`src/rtl/vthc_pkg.sv`:
```
// ----------------------------------------------------------------------------
// vthc_pkg
// Shared types, constants and palette tables of the heat-map colour unit.
// ----------------------------------------------------------------------------
package vthc_pkg;

   // palette geometry
   localparam int INDEX_BITS = 5;
   localparam int PAL_BITS   = 5;
   localparam int PAL_LAST   = 30;
   localparam int PAL_MID    = 15;
   localparam int PAL_SCALE  = 30;

   // floor(y/5) as floor(y*RECIP_FIVE >> RECIP_SHIFT), exact for y below 2**18
   localparam int RECIP_BITS  = 18;
   localparam int RECIP_SHIFT = 18;
   localparam logic [RECIP_BITS-1:0] RECIP_FIVE = 18'd52429;

   // register file
   localparam int CSR_ADDR_BITS = 3;
   localparam int CSR_DATA_BITS = 32;
   localparam logic REG_RANGE_LOW  = 1'b0;
   localparam logic REG_RANGE_HIGH = 1'b1;

   // colour lanes
   localparam int NUM_CHANNELS = 3;
   localparam int CH_RED   = 0;
   localparam int CH_GREEN = 1;
   localparam int CH_BLUE  = 2;

   typedef logic [1:0] kind_type;
   localparam kind_type KIND_INTERP = 2'd0;
   localparam kind_type KIND_LOW    = 2'd1;
   localparam kind_type KIND_HIGH   = 2'd2;
   localparam kind_type KIND_MID    = 2'd3;

   typedef struct packed {
      logic     valid;
      kind_type kind;
   } tag_type;

   typedef logic [PAL_BITS-1:0]   pal_type;
   typedef logic [INDEX_BITS-1:0] index_type;

   // palette entries in sixteenths
   function automatic pal_type pal_red(input index_type idx);
      pal_type v;
      case (idx) inside
         [5'd0:5'd15]:  v = '0;
         [5'd16:5'd22]: v = pal_type'(idx - 5'd15);
         [5'd23:5'd30]: v = pal_type'(idx - 5'd14);
         default:       v = '0;
      endcase
      return v;
   endfunction

   function automatic pal_type pal_green(input index_type idx);
      pal_type v;
      case (idx) inside
         [5'd0:5'd7]:   v = pal_type'(idx);
         [5'd8:5'd15]:  v = pal_type'(idx + 5'd1);
         [5'd16:5'd22]: v = pal_type'(5'd31 - idx);
         [5'd23:5'd30]: v = pal_type'(5'd30 - idx);
         default:       v = '0;
      endcase
      return v;
   endfunction

   function automatic pal_type pal_blue(input index_type idx);
      pal_type v;
      case (idx) inside
         [5'd0:5'd7]:  v = pal_type'(5'd16 - idx);
         [5'd8:5'd14]: v = pal_type'(5'd15 - idx);
         default:      v = '0;
      endcase
      return v;
   endfunction

endpackage

```
`src/rtl/vthc_prep.sv`:
```
// ----------------------------------------------------------------------------
// vthc_prep
// Range classification and divider set-up: one register stage.
// ----------------------------------------------------------------------------
module vthc_prep import vthc_pkg::*; #(
   parameter int SAMPLE_BITS   = 16,
   parameter int FRACTION_BITS = 8
) (
   input  logic                                    clock,
   input  logic                                    reset,
   input  logic                                    in_valid,
   output logic                                    in_ready,
   input  logic signed [SAMPLE_BITS-1:0]           in_sample,
   input  logic signed [SAMPLE_BITS-1:0]           range_low,
   input  logic signed [SAMPLE_BITS-1:0]           range_high,
   output tag_type                                 out_tag,
   input  logic                                    out_ready,
   output logic [SAMPLE_BITS-1:0]                  out_rem,
   output logic [SAMPLE_BITS-1:0]                  out_den,
   output logic [FRACTION_BITS+INDEX_BITS-1:0]     out_acc
);

   localparam int MW = SAMPLE_BITS + INDEX_BITS;

   logic                          valid_ff;
   kind_type                      kind_ff, kind_in;
   logic [SAMPLE_BITS-1:0]        rem_ff, den_ff, den_in, num;
   logic [FRACTION_BITS+INDEX_BITS-1:0] acc_ff;
   logic [MW-1:0]                 scaled;

   assign in_ready = !valid_ff || out_ready;

   always_comb begin
      if (range_high == range_low) begin
         kind_in = KIND_MID;
      end else if (in_sample <= range_low) begin
         kind_in = KIND_LOW;
      end else if (in_sample >= range_high) begin
         kind_in = KIND_HIGH;
      end else begin
         kind_in = KIND_INTERP;
      end
   end

   // inside the range 0 < num < den, both fit unsigned
   assign num    = SAMPLE_BITS'(in_sample - range_low);
   assign den_in = SAMPLE_BITS'(range_high - range_low);
   // num * 30 as (num << 5) - (num << 1)
   assign scaled = {num, 5'b0} - {4'b0, num, 1'b0};

   always_ff @(posedge clock) begin
      if (reset) begin
         valid_ff <= 1'b0;
      end else if (in_ready) begin
         valid_ff <= in_valid;
      end
   end

   always_ff @(posedge clock) begin
      if (in_ready) begin
         kind_ff <= kind_in;
         den_ff  <= den_in;
         rem_ff  <= scaled[MW-1:INDEX_BITS];
         acc_ff  <= {scaled[INDEX_BITS-1:0], {FRACTION_BITS{1'b0}}};
      end
   end

   assign out_tag = '{valid: valid_ff, kind: kind_ff};
   assign out_rem = rem_ff;
   assign out_den = den_ff;
   assign out_acc = acc_ff;

endmodule

```
`src/rtl/vthc_div_cell.sv`:
```
// ----------------------------------------------------------------------------
// vthc_div_cell
// One restoring-division step: brings in one dividend bit, yields one
// quotient bit, and passes the beat on to the next cell.
// ----------------------------------------------------------------------------
module vthc_div_cell import vthc_pkg::*; #(
   parameter int SAMPLE_BITS = 16,
   parameter int QUOT_BITS   = 13
) (
   input  logic                   clock,
   input  logic                   reset,
   input  tag_type                in_tag,
   output logic                   in_ready,
   input  logic [SAMPLE_BITS-1:0] in_rem,
   input  logic [SAMPLE_BITS-1:0] in_den,
   input  logic [QUOT_BITS-1:0]   in_acc,
   output tag_type                out_tag,
   input  logic                   out_ready,
   output logic [SAMPLE_BITS-1:0] out_rem,
   output logic [SAMPLE_BITS-1:0] out_den,
   output logic [QUOT_BITS-1:0]   out_acc
);

   logic                   valid_ff;
   kind_type               kind_ff;
   logic [SAMPLE_BITS-1:0] rem_ff, rem_in, den_ff;
   logic [QUOT_BITS-1:0]   acc_ff, acc_in;
   logic [SAMPLE_BITS:0]   trial;
   logic [SAMPLE_BITS+1:0] diff;
   logic                   fits;

   assign in_ready = !valid_ff || out_ready;

   // dividend bits leave the top of acc, quotient bits enter at the bottom
   assign trial  = {in_rem, in_acc[QUOT_BITS-1]};
   assign diff   = {1'b0, trial} - {2'b0, in_den};
   assign fits   = !diff[SAMPLE_BITS+1];
   assign rem_in = fits ? diff[SAMPLE_BITS-1:0] : trial[SAMPLE_BITS-1:0];
   assign acc_in = {in_acc[QUOT_BITS-2:0], fits};

   always_ff @(posedge clock) begin
      if (reset) begin
         valid_ff <= 1'b0;
      end else if (in_ready) begin
         valid_ff <= in_tag.valid;
      end
   end

   always_ff @(posedge clock) begin
      if (in_ready) begin
         kind_ff <= in_tag.kind;
         rem_ff  <= rem_in;
         den_ff  <= in_den;
         acc_ff  <= acc_in;
      end
   end

   assign out_tag = '{valid: valid_ff, kind: kind_ff};
   assign out_rem = rem_ff;
   assign out_den = den_ff;
   assign out_acc = acc_ff;

endmodule

```
`src/rtl/vthc_shade.sv`:
```
// ----------------------------------------------------------------------------
// vthc_shade
// Palette blend and 0.8 full-scale channel scaling: three register stages,
// the last of which is the output register.
// ----------------------------------------------------------------------------
module vthc_shade import vthc_pkg::*; #(
   parameter int FRACTION_BITS = 8,
   parameter int CHANNEL_BITS  = 8
) (
   input  logic                                clock,
   input  logic                                reset,
   input  tag_type                             in_tag,
   input  logic [FRACTION_BITS+INDEX_BITS-1:0] in_pos,
   output logic                                in_ready,
   output logic                                out_valid,
   input  logic                                out_ready,
   output logic [CHANNEL_BITS-1:0]             out_red,
   output logic [CHANNEL_BITS-1:0]             out_green,
   output logic [CHANNEL_BITS-1:0]             out_blue
);

   localparam int QW = FRACTION_BITS + 5;             // blended value, 0..16*2**F
   localparam int SW = FRACTION_BITS + 8;             // signed blend workspace
   localparam int FW = QW + CHANNEL_BITS;             // blended value times full scale
   localparam int YW = CHANNEL_BITS + 2;              // after dropping F+2 bits
   localparam int PW = YW + RECIP_BITS;

   logic valid1_ff, valid2_ff, valid3_ff;
   logic rdy1, rdy2, rdy3;

   index_type               idx_raw, idx_sel;
   logic [FRACTION_BITS-1:0] frac_sel;
   pal_type                 pa [NUM_CHANNELS];
   pal_type                 pb [NUM_CHANNELS];
   logic [QW-1:0]           q_in  [NUM_CHANNELS];
   logic [QW-1:0]           q1_ff [NUM_CHANNELS];
   logic [FW-1:0]           full_prod [NUM_CHANNELS];
   logic [YW-1:0]           y2_ff [NUM_CHANNELS];
   logic [PW-1:0]           recip_prod [NUM_CHANNELS];
   logic [CHANNEL_BITS-1:0] ch3_ff [NUM_CHANNELS];

   function automatic logic [QW-1:0] blend(input pal_type a, input pal_type b,
                                           input logic [FRACTION_BITS-1:0] frac);
      logic signed [5:0]    d;
      logic signed [SW-1:0] base, fr, dd, sum;
      d    = $signed({1'b0, b}) - $signed({1'b0, a});
      base = $signed({3'b0, a, {FRACTION_BITS{1'b0}}});
      fr   = $signed(SW'(frac));
      dd   = {{(SW-6){d[5]}}, d};
      sum  = base + fr * dd;
      return sum[SW-1] ? '0 : sum[QW-1:0];
   endfunction

   function automatic pal_type pal_entry(input int ch, input index_type idx);
      pal_type v;
      case (ch)
         CH_RED:   v = pal_red(idx);
         CH_GREEN: v = pal_green(idx);
         default:  v = pal_blue(idx);
      endcase
      return v;
   endfunction

   assign rdy3     = !valid3_ff || out_ready;
   assign rdy2     = !valid2_ff || rdy3;
   assign rdy1     = !valid1_ff || rdy2;
   assign in_ready = rdy1;

   assign idx_raw = in_pos[FRACTION_BITS+INDEX_BITS-1:FRACTION_BITS];

   // end and middle entries are a blend with zero fraction
   always_comb begin
      idx_sel  = idx_raw;
      frac_sel = in_pos[FRACTION_BITS-1:0];
      case (in_tag.kind)
         KIND_LOW: begin
            idx_sel  = '0;
            frac_sel = '0;
         end
         KIND_HIGH: begin
            idx_sel  = index_type'(PAL_LAST);
            frac_sel = '0;
         end
         KIND_MID: begin
            idx_sel  = index_type'(PAL_MID);
            frac_sel = '0;
         end
         default: begin
            if (idx_raw > index_type'(PAL_LAST - 1)) begin
               idx_sel  = index_type'(PAL_LAST - 1);
               frac_sel = '0;
            end
         end
      endcase
   end

   always_comb begin
      for (int c = 0; c < NUM_CHANNELS; c++) begin
         pa[c]         = pal_entry(c, idx_sel);
         pb[c]         = pal_entry(c, index_type'(idx_sel + 5'd1));
         q_in[c]       = blend(pa[c], pb[c], frac_sel);
         full_prod[c]  = {q1_ff[c], {CHANNEL_BITS{1'b0}}} - FW'(q1_ff[c]);
         recip_prod[c] = PW'(y2_ff[c]) * PW'(RECIP_FIVE);
      end
   end

   always_ff @(posedge clock) begin
      if (reset) begin
         valid1_ff <= 1'b0;
         valid2_ff <= 1'b0;
         valid3_ff <= 1'b0;
      end else begin
         if (rdy1) begin
            valid1_ff <= in_tag.valid;
         end
         if (rdy2) begin
            valid2_ff <= valid1_ff;
         end
         if (rdy3) begin
            valid3_ff <= valid2_ff;
         end
      end
   end

   always_ff @(posedge clock) begin
      for (int c = 0; c < NUM_CHANNELS; c++) begin
         if (rdy1) begin
            q1_ff[c] <= q_in[c];
         end
         if (rdy2) begin
            y2_ff[c] <= full_prod[c][FRACTION_BITS+YW+1:FRACTION_BITS+2];
         end
         if (rdy3) begin
            ch3_ff[c] <= recip_prod[c][RECIP_SHIFT+CHANNEL_BITS-1:RECIP_SHIFT];
         end
      end
   end

   assign out_valid = valid3_ff;
   assign out_red   = ch3_ff[CH_RED];
   assign out_green = ch3_ff[CH_GREEN];
   assign out_blue  = ch3_ff[CH_BLUE];

endmodule

```
`src/rtl/value_to_heatmap_color_unit.sv`:
```
// ----------------------------------------------------------------------------
// value_to_heatmap_color_unit
// Maps a signed sample onto a 31-entry blue-green-red heat-map palette.
// ----------------------------------------------------------------------------
// Takes one sample per clock while the output is not stalled and returns one
// colour beat per sample, in order. A sample goes through a registered stage
// of range checks and set-up, a chain of FRACTION_BITS + 5 restoring-divider
// cells, one per position bit, that work out (sample - range_low) * 30 /
// (range_high - range_low), and then the palette blending and 0.8 full-scale
// scaling stages that end in the output register.
// Every stage holds its beat only while the stage after it is full and
// stalled, so bubbles close up and the input keeps flowing while a result
// waits. range_low sits at address 0 and range_high at address 4; write them
// only when no sample is in flight.
module value_to_heatmap_color_unit import vthc_pkg::*; #(
   parameter int SAMPLE_BITS   = 16,
   parameter int FRACTION_BITS = 8,
   parameter int CHANNEL_BITS  = 8
) (
   input  logic                                    clock,
   input  logic                                    reset,
   // req_tdata: sample
   input  logic [((SAMPLE_BITS+7)/8)*8-1:0]        req_tdata,
   input  logic                                    req_tvalid,
   output logic                                    req_tready,
   // rsp_tdata: red, green, blue
   output logic [((3*CHANNEL_BITS+7)/8)*8-1:0]     rsp_tdata,
   output logic                                    rsp_tvalid,
   input  logic                                    rsp_tready,
   input  logic                                    csr_psel,
   input  logic                                    csr_penable,
   input  logic                                    csr_pwrite,
   input  logic [CSR_ADDR_BITS-1:0]                csr_paddr,
   input  logic [CSR_DATA_BITS-1:0]                csr_pwdata,
   output logic [CSR_DATA_BITS-1:0]                csr_prdata,
   output logic                                    csr_pready
);

   localparam int QUOT_BITS = FRACTION_BITS + INDEX_BITS;
   localparam int RSP_BITS  = ((3*CHANNEL_BITS+7)/8)*8;

   logic signed [SAMPLE_BITS-1:0] range_low_ff, range_high_ff;
   logic                          reg_sel;

   tag_type                tag_q [QUOT_BITS+1];
   logic                   rdy_q [QUOT_BITS+1];
   logic [SAMPLE_BITS-1:0] rem_q [QUOT_BITS+1];
   logic [SAMPLE_BITS-1:0] den_q [QUOT_BITS+1];
   logic [QUOT_BITS-1:0]   acc_q [QUOT_BITS+1];

   logic [CHANNEL_BITS-1:0] red, green, blue;

   // register file: word-aligned, low address bits ignored
   assign reg_sel    = csr_paddr[CSR_ADDR_BITS-1];
   assign csr_pready = 1'b1;

   always_ff @(posedge clock) begin
      if (reset) begin
         range_low_ff  <= '0;
         range_high_ff <= {1'b0, {(SAMPLE_BITS-1){1'b1}}};
      end else if (csr_psel && csr_penable && csr_pwrite) begin
         unique case (reg_sel)
            REG_RANGE_LOW:  range_low_ff  <= csr_pwdata[SAMPLE_BITS-1:0];
            REG_RANGE_HIGH: range_high_ff <= csr_pwdata[SAMPLE_BITS-1:0];
            default: ;
         endcase
      end
   end

   always_comb begin
      unique case (reg_sel)
         REG_RANGE_LOW:  csr_prdata = CSR_DATA_BITS'($signed(range_low_ff));
         REG_RANGE_HIGH: csr_prdata = CSR_DATA_BITS'($signed(range_high_ff));
         default:        csr_prdata = '0;
      endcase
   end

   vthc_prep #(
      .SAMPLE_BITS   (SAMPLE_BITS),
      .FRACTION_BITS (FRACTION_BITS)
   ) u_prep (
      .clock      (clock),
      .reset      (reset),
      .in_valid   (req_tvalid),
      .in_ready   (req_tready),
      .in_sample  ($signed(req_tdata[SAMPLE_BITS-1:0])),
      .range_low  (range_low_ff),
      .range_high (range_high_ff),
      .out_tag    (tag_q[0]),
      .out_ready  (rdy_q[0]),
      .out_rem    (rem_q[0]),
      .out_den    (den_q[0]),
      .out_acc    (acc_q[0])
   );

   for (genvar k = 0; k < QUOT_BITS; k++) begin : g_cell
      vthc_div_cell #(
         .SAMPLE_BITS (SAMPLE_BITS),
         .QUOT_BITS   (QUOT_BITS)
      ) u_cell (
         .clock     (clock),
         .reset     (reset),
         .in_tag    (tag_q[k]),
         .in_ready  (rdy_q[k]),
         .in_rem    (rem_q[k]),
         .in_den    (den_q[k]),
         .in_acc    (acc_q[k]),
         .out_tag   (tag_q[k+1]),
         .out_ready (rdy_q[k+1]),
         .out_rem   (rem_q[k+1]),
         .out_den   (den_q[k+1]),
         .out_acc   (acc_q[k+1])
      );
   end

   vthc_shade #(
      .FRACTION_BITS (FRACTION_BITS),
      .CHANNEL_BITS  (CHANNEL_BITS)
   ) u_shade (
      .clock     (clock),
      .reset     (reset),
      .in_tag    (tag_q[QUOT_BITS]),
      .in_pos    (acc_q[QUOT_BITS]),
      .in_ready  (rdy_q[QUOT_BITS]),
      .out_valid (rsp_tvalid),
      .out_ready (rsp_tready),
      .out_red   (red),
      .out_green (green),
      .out_blue  (blue)
   );

   assign rsp_tdata = RSP_BITS'({blue, green, red});

endmodule
```
`config.mk`:
```
export PLATFORM = sky130hd
export DESIGN_NAME = value_to_heatmap_color_unit
export DESIGN_NICKNAME = d
export VERILOG_FILES = /design/src/rtl/vthc_pkg.sv /design/src/rtl/vthc_prep.sv /design/src/rtl/vthc_div_cell.sv /design/src/rtl/vthc_shade.sv /design/src/rtl/value_to_heatmap_color_unit.sv
export SDC_FILE = /design/constraint.sdc
export NUM_CORES = 2
export LEC_CHECK = 0
export ABC_AREA = 1
export BUFFER_PORTS_ARGS = -buffer_cell sky130_fd_sc_hd__buf_2
export CAP_MARGIN = 20
export CORE_MARGIN = 8
export CORE_UTILIZATION = 64
export CTS_CLUSTER_SIZE = 14
export DETAILED_ROUTE_END_ITERATION = 7
export GPL_ROUTABILITY_DRIVEN = 0
export PLACE_DENSITY_LB_ADDON = 0.3
export SLEW_MARGIN = 0
export SYNTH_ARGS = -nofsm -noshare
export SYNTH_HDL_FRONTEND = slang
export SYNTH_SLANG_ARGS = --single-unit
```
`constraint.sdc`:
```
create_clock -name clock -period 11 [get_ports clock]
set_clock_uncertainty 0.05 [all_clocks]
set_input_delay 0.55 -clock clock [delete_from_list [all_inputs] [get_ports clock]]
set_output_delay 0.55 -clock clock [all_outputs]
set_load 0.005 [all_outputs]
```
==> results.ini <==
[outcome]
status=completed

[cts]
cts-root-buf=clkbuf_16
numCtsBuffers=76
cts_buffer_depth=3
clk_pin_slew_ns=0.06
cts_hold_buf=0
cts_tree=done
worstSkewPairLatency_ns=0.63
post_cts_buffers=0
cts_htree_levels=3
cts.sinks=687
cts-resized-gates=0

[synthesis]
yosys.area.top_type=edfxtp_1
avgSynthCellArea_um2=9.52
synth_edf_count=638
yosysSeqAreaShare=0.407
ys_seq_elements=687
synth_ff_type=edfxtp_1
synth_top_area_frac=0.387
syn_area_um2=49500
synth_area_leaders=edfxtp_1 (39%), ha_1 (16%), fa_1 (7.5%)
synthArstFlopShare=0
synthCells=5197
ys_types=60
ys_warn_count=0
synth_nets=6063

[placed_design]
io_buffers=97
place_ws_ns=0.904
hpwl_um=80800
dp_cells=6270
placed_area_um2=51000

[worst_hold_path]
min_path_type=in2reg

[die]
ioPinCount=117
die_area_um2=86500
die_h_um=294
dieWidth_um=294
placementRows=102
initial_utilization=0.643
core_area_um2=77000

[drt]
drt.antenna.violating_nets=0
via_count=36100
vias_per_cell=5.63
wirelength_um=103000
drcViolationCount=0
detail_route.wl_per_cell_um=16.1
first_pass_iters=5
first_iter_violations=2409

[sta]
drv_slew=0
rsz0062_at_grt=no
final.setup.worst_slack_ns=0.765
worst_pin_slew_ns=1.01
fin_crit_sh=0.930
period_needed_ns=10.23
finalHoldViolations=0
max_freq_mhz=97.7
max_slew_margin=0.323
setup_viol=0
finalSetupTns_ns=0

[worst_setup_path]
path_common_cell=inv_1
cp_max_fo=14
cp.required_ns=11.31
worstPathArrival_ns=10.55
critical_path.max_stage_delay_ns=0.56
cp_slowest_cell=fa_1
path_class=reg2reg
cp-start-kind=flip-flop
endpoint_kind=flip-flop

[cells_and_area]
syn2layout_area_growth_pct=8.14
diodes=0
fin_cells=6411
nNetsFinal=6175
finalInstanceArea_um2=53500
regArea_um2=20100
multi_input_area_um2=25700
fillers=5617
drive_gt1_frac=0.0572

[global_route]
grt_pass1_vias=36400
grt_max_degree=48
antenna_found_initial=1
grt_overflow=0
grt_pass1_wl_um=172000
grtUsageTotal=0.238

[job]
cap_violations=0

layout make-up:
class,instances,area share
clock buffers,103,0.0395
clock inverters,37,0.00849
inverters,855,0.0601
multi-input cells,3574,0.480
flip-flops and latches,687,0.376
well taps,1040,0.0243
repair buffers,115,0.0115
metrics by stage:
step / util / hold slack (ns)
after floorplan: - / 0.350
after global placement: 0.662 / 0.350
after detailed placement: 0.662 / 0.355
after CTS: 0.695 / 0.0621
after global routing: 0.696 / 0.0909
final: 0.696 / 0.0943
path summary, 6_finish.rpt:
| kind | startpoint | endpoint | slack [ns] | cells past startpoint |
|---|---|---|---|---|
| worst min register to register | g_cell[8].u_cell.kind_ff[0] | g_cell[9].u_cell.kind_ff[0] | 0.34 | 0 |
| worst max register to register | g_cell[12].u_cell.out_acc[10] | u_shade.q1_ff[0][36] | 0.77 | 45 |
| worst min-delay path | csr_pwdata[2] | range_high_ff[2] | 0.09 | 3 |
| worst max-delay path | g_cell[12].u_cell.out_acc[10] | u_shade.q1_ff[0][36] | 0.77 | 45 |
cell families after synthesis:
family,share of synthesized area
simple gates,0.127
fa+ha+maj,0.232
flops,0.407
xor+xnor,0.0483
buf+inv,0.0744
compound gates,0.111
other cells,0.0000758
placed cells by master, fill, tap and decap left out, drive strengths merged, types with 13 or more instances in the layout:
| master | n |
|---|---|
| inv | 855 |
| nand2 | 700 |
| edfxtp | 638 |
| ha | 623 |
| a21oi | 539 |
| nor2 | 501 |
| o21ai | 263 |
| fa | 185 |
| xor2 | 160 |
| nand3 | 147 |
| buf | 115 |
| xnor2 | 111 |
| clkbuf | 103 |
| nor3 | 52 |
| dfxtp | 49 |
| a31oi | 39 |
| nand4 | 38 |
| a21boi | 33 |
| clkinv | 27 |
| nand3b | 24 |
| o31ai | 23 |
| o21bai | 21 |
| a21o | 21 |
| or2 | 20 |
| a211oi | 13 |
registers in the layout (all words and copies together), names as in the netlist, 2 cells and up:
name,count
u_shade.y2_ff,30
u_prep.out_den,16
g_cell.u_cell.out_den,192
u_shade.ch3_ff,24
g_cell.u_cell.out_rem,192
range_low_ff,16
u_prep.out_rem,16
g_cell.u_cell.kind_ff,26
g_cell.u_cell.out_acc,97
u_prep.out_acc,4
g_cell.u_cell.valid_ff,13
u_prep.kind_ff,2
range_high_ff,16
u_shade.q1_ff,39
per-layer routing:
layer / wire, µm / up-vias / track usage
met3: 4810 / 304 / 0.0294
li1: - / 17800 / -
met1: 41000 / 17000 / 0.277
met5: 9 / - / 0
met4: 4440 / 2 / 0.106
met2: 52600 / 1031 / 0.438
cell usage after synthesis (all sizes together) (52+ instances only):
cell / count
inv: 854
nand2: 700
edfxtp: 638
ha: 623
a21oi: 539
nor2: 501
o21ai: 263
fa: 185
xor2: 160
nand3: 147
xnor2: 111
buf: 54
nor3: 52
worst max-delay path: cells and delay by family (launching register included):
kind,cells,cell delay (ns)
xor gates and xnor gates,1,0.16
AOI/OAI and AO/OA,10,1.93
DFF,1,0.41
and+or+nand+nor,12,2.01
buffers and inverters,13,1.54
adders and majority gates,9,3.87
Power is not shown: default switching activity piles up to over one toggle a cycle in this logic, so the estimate is an artifact.
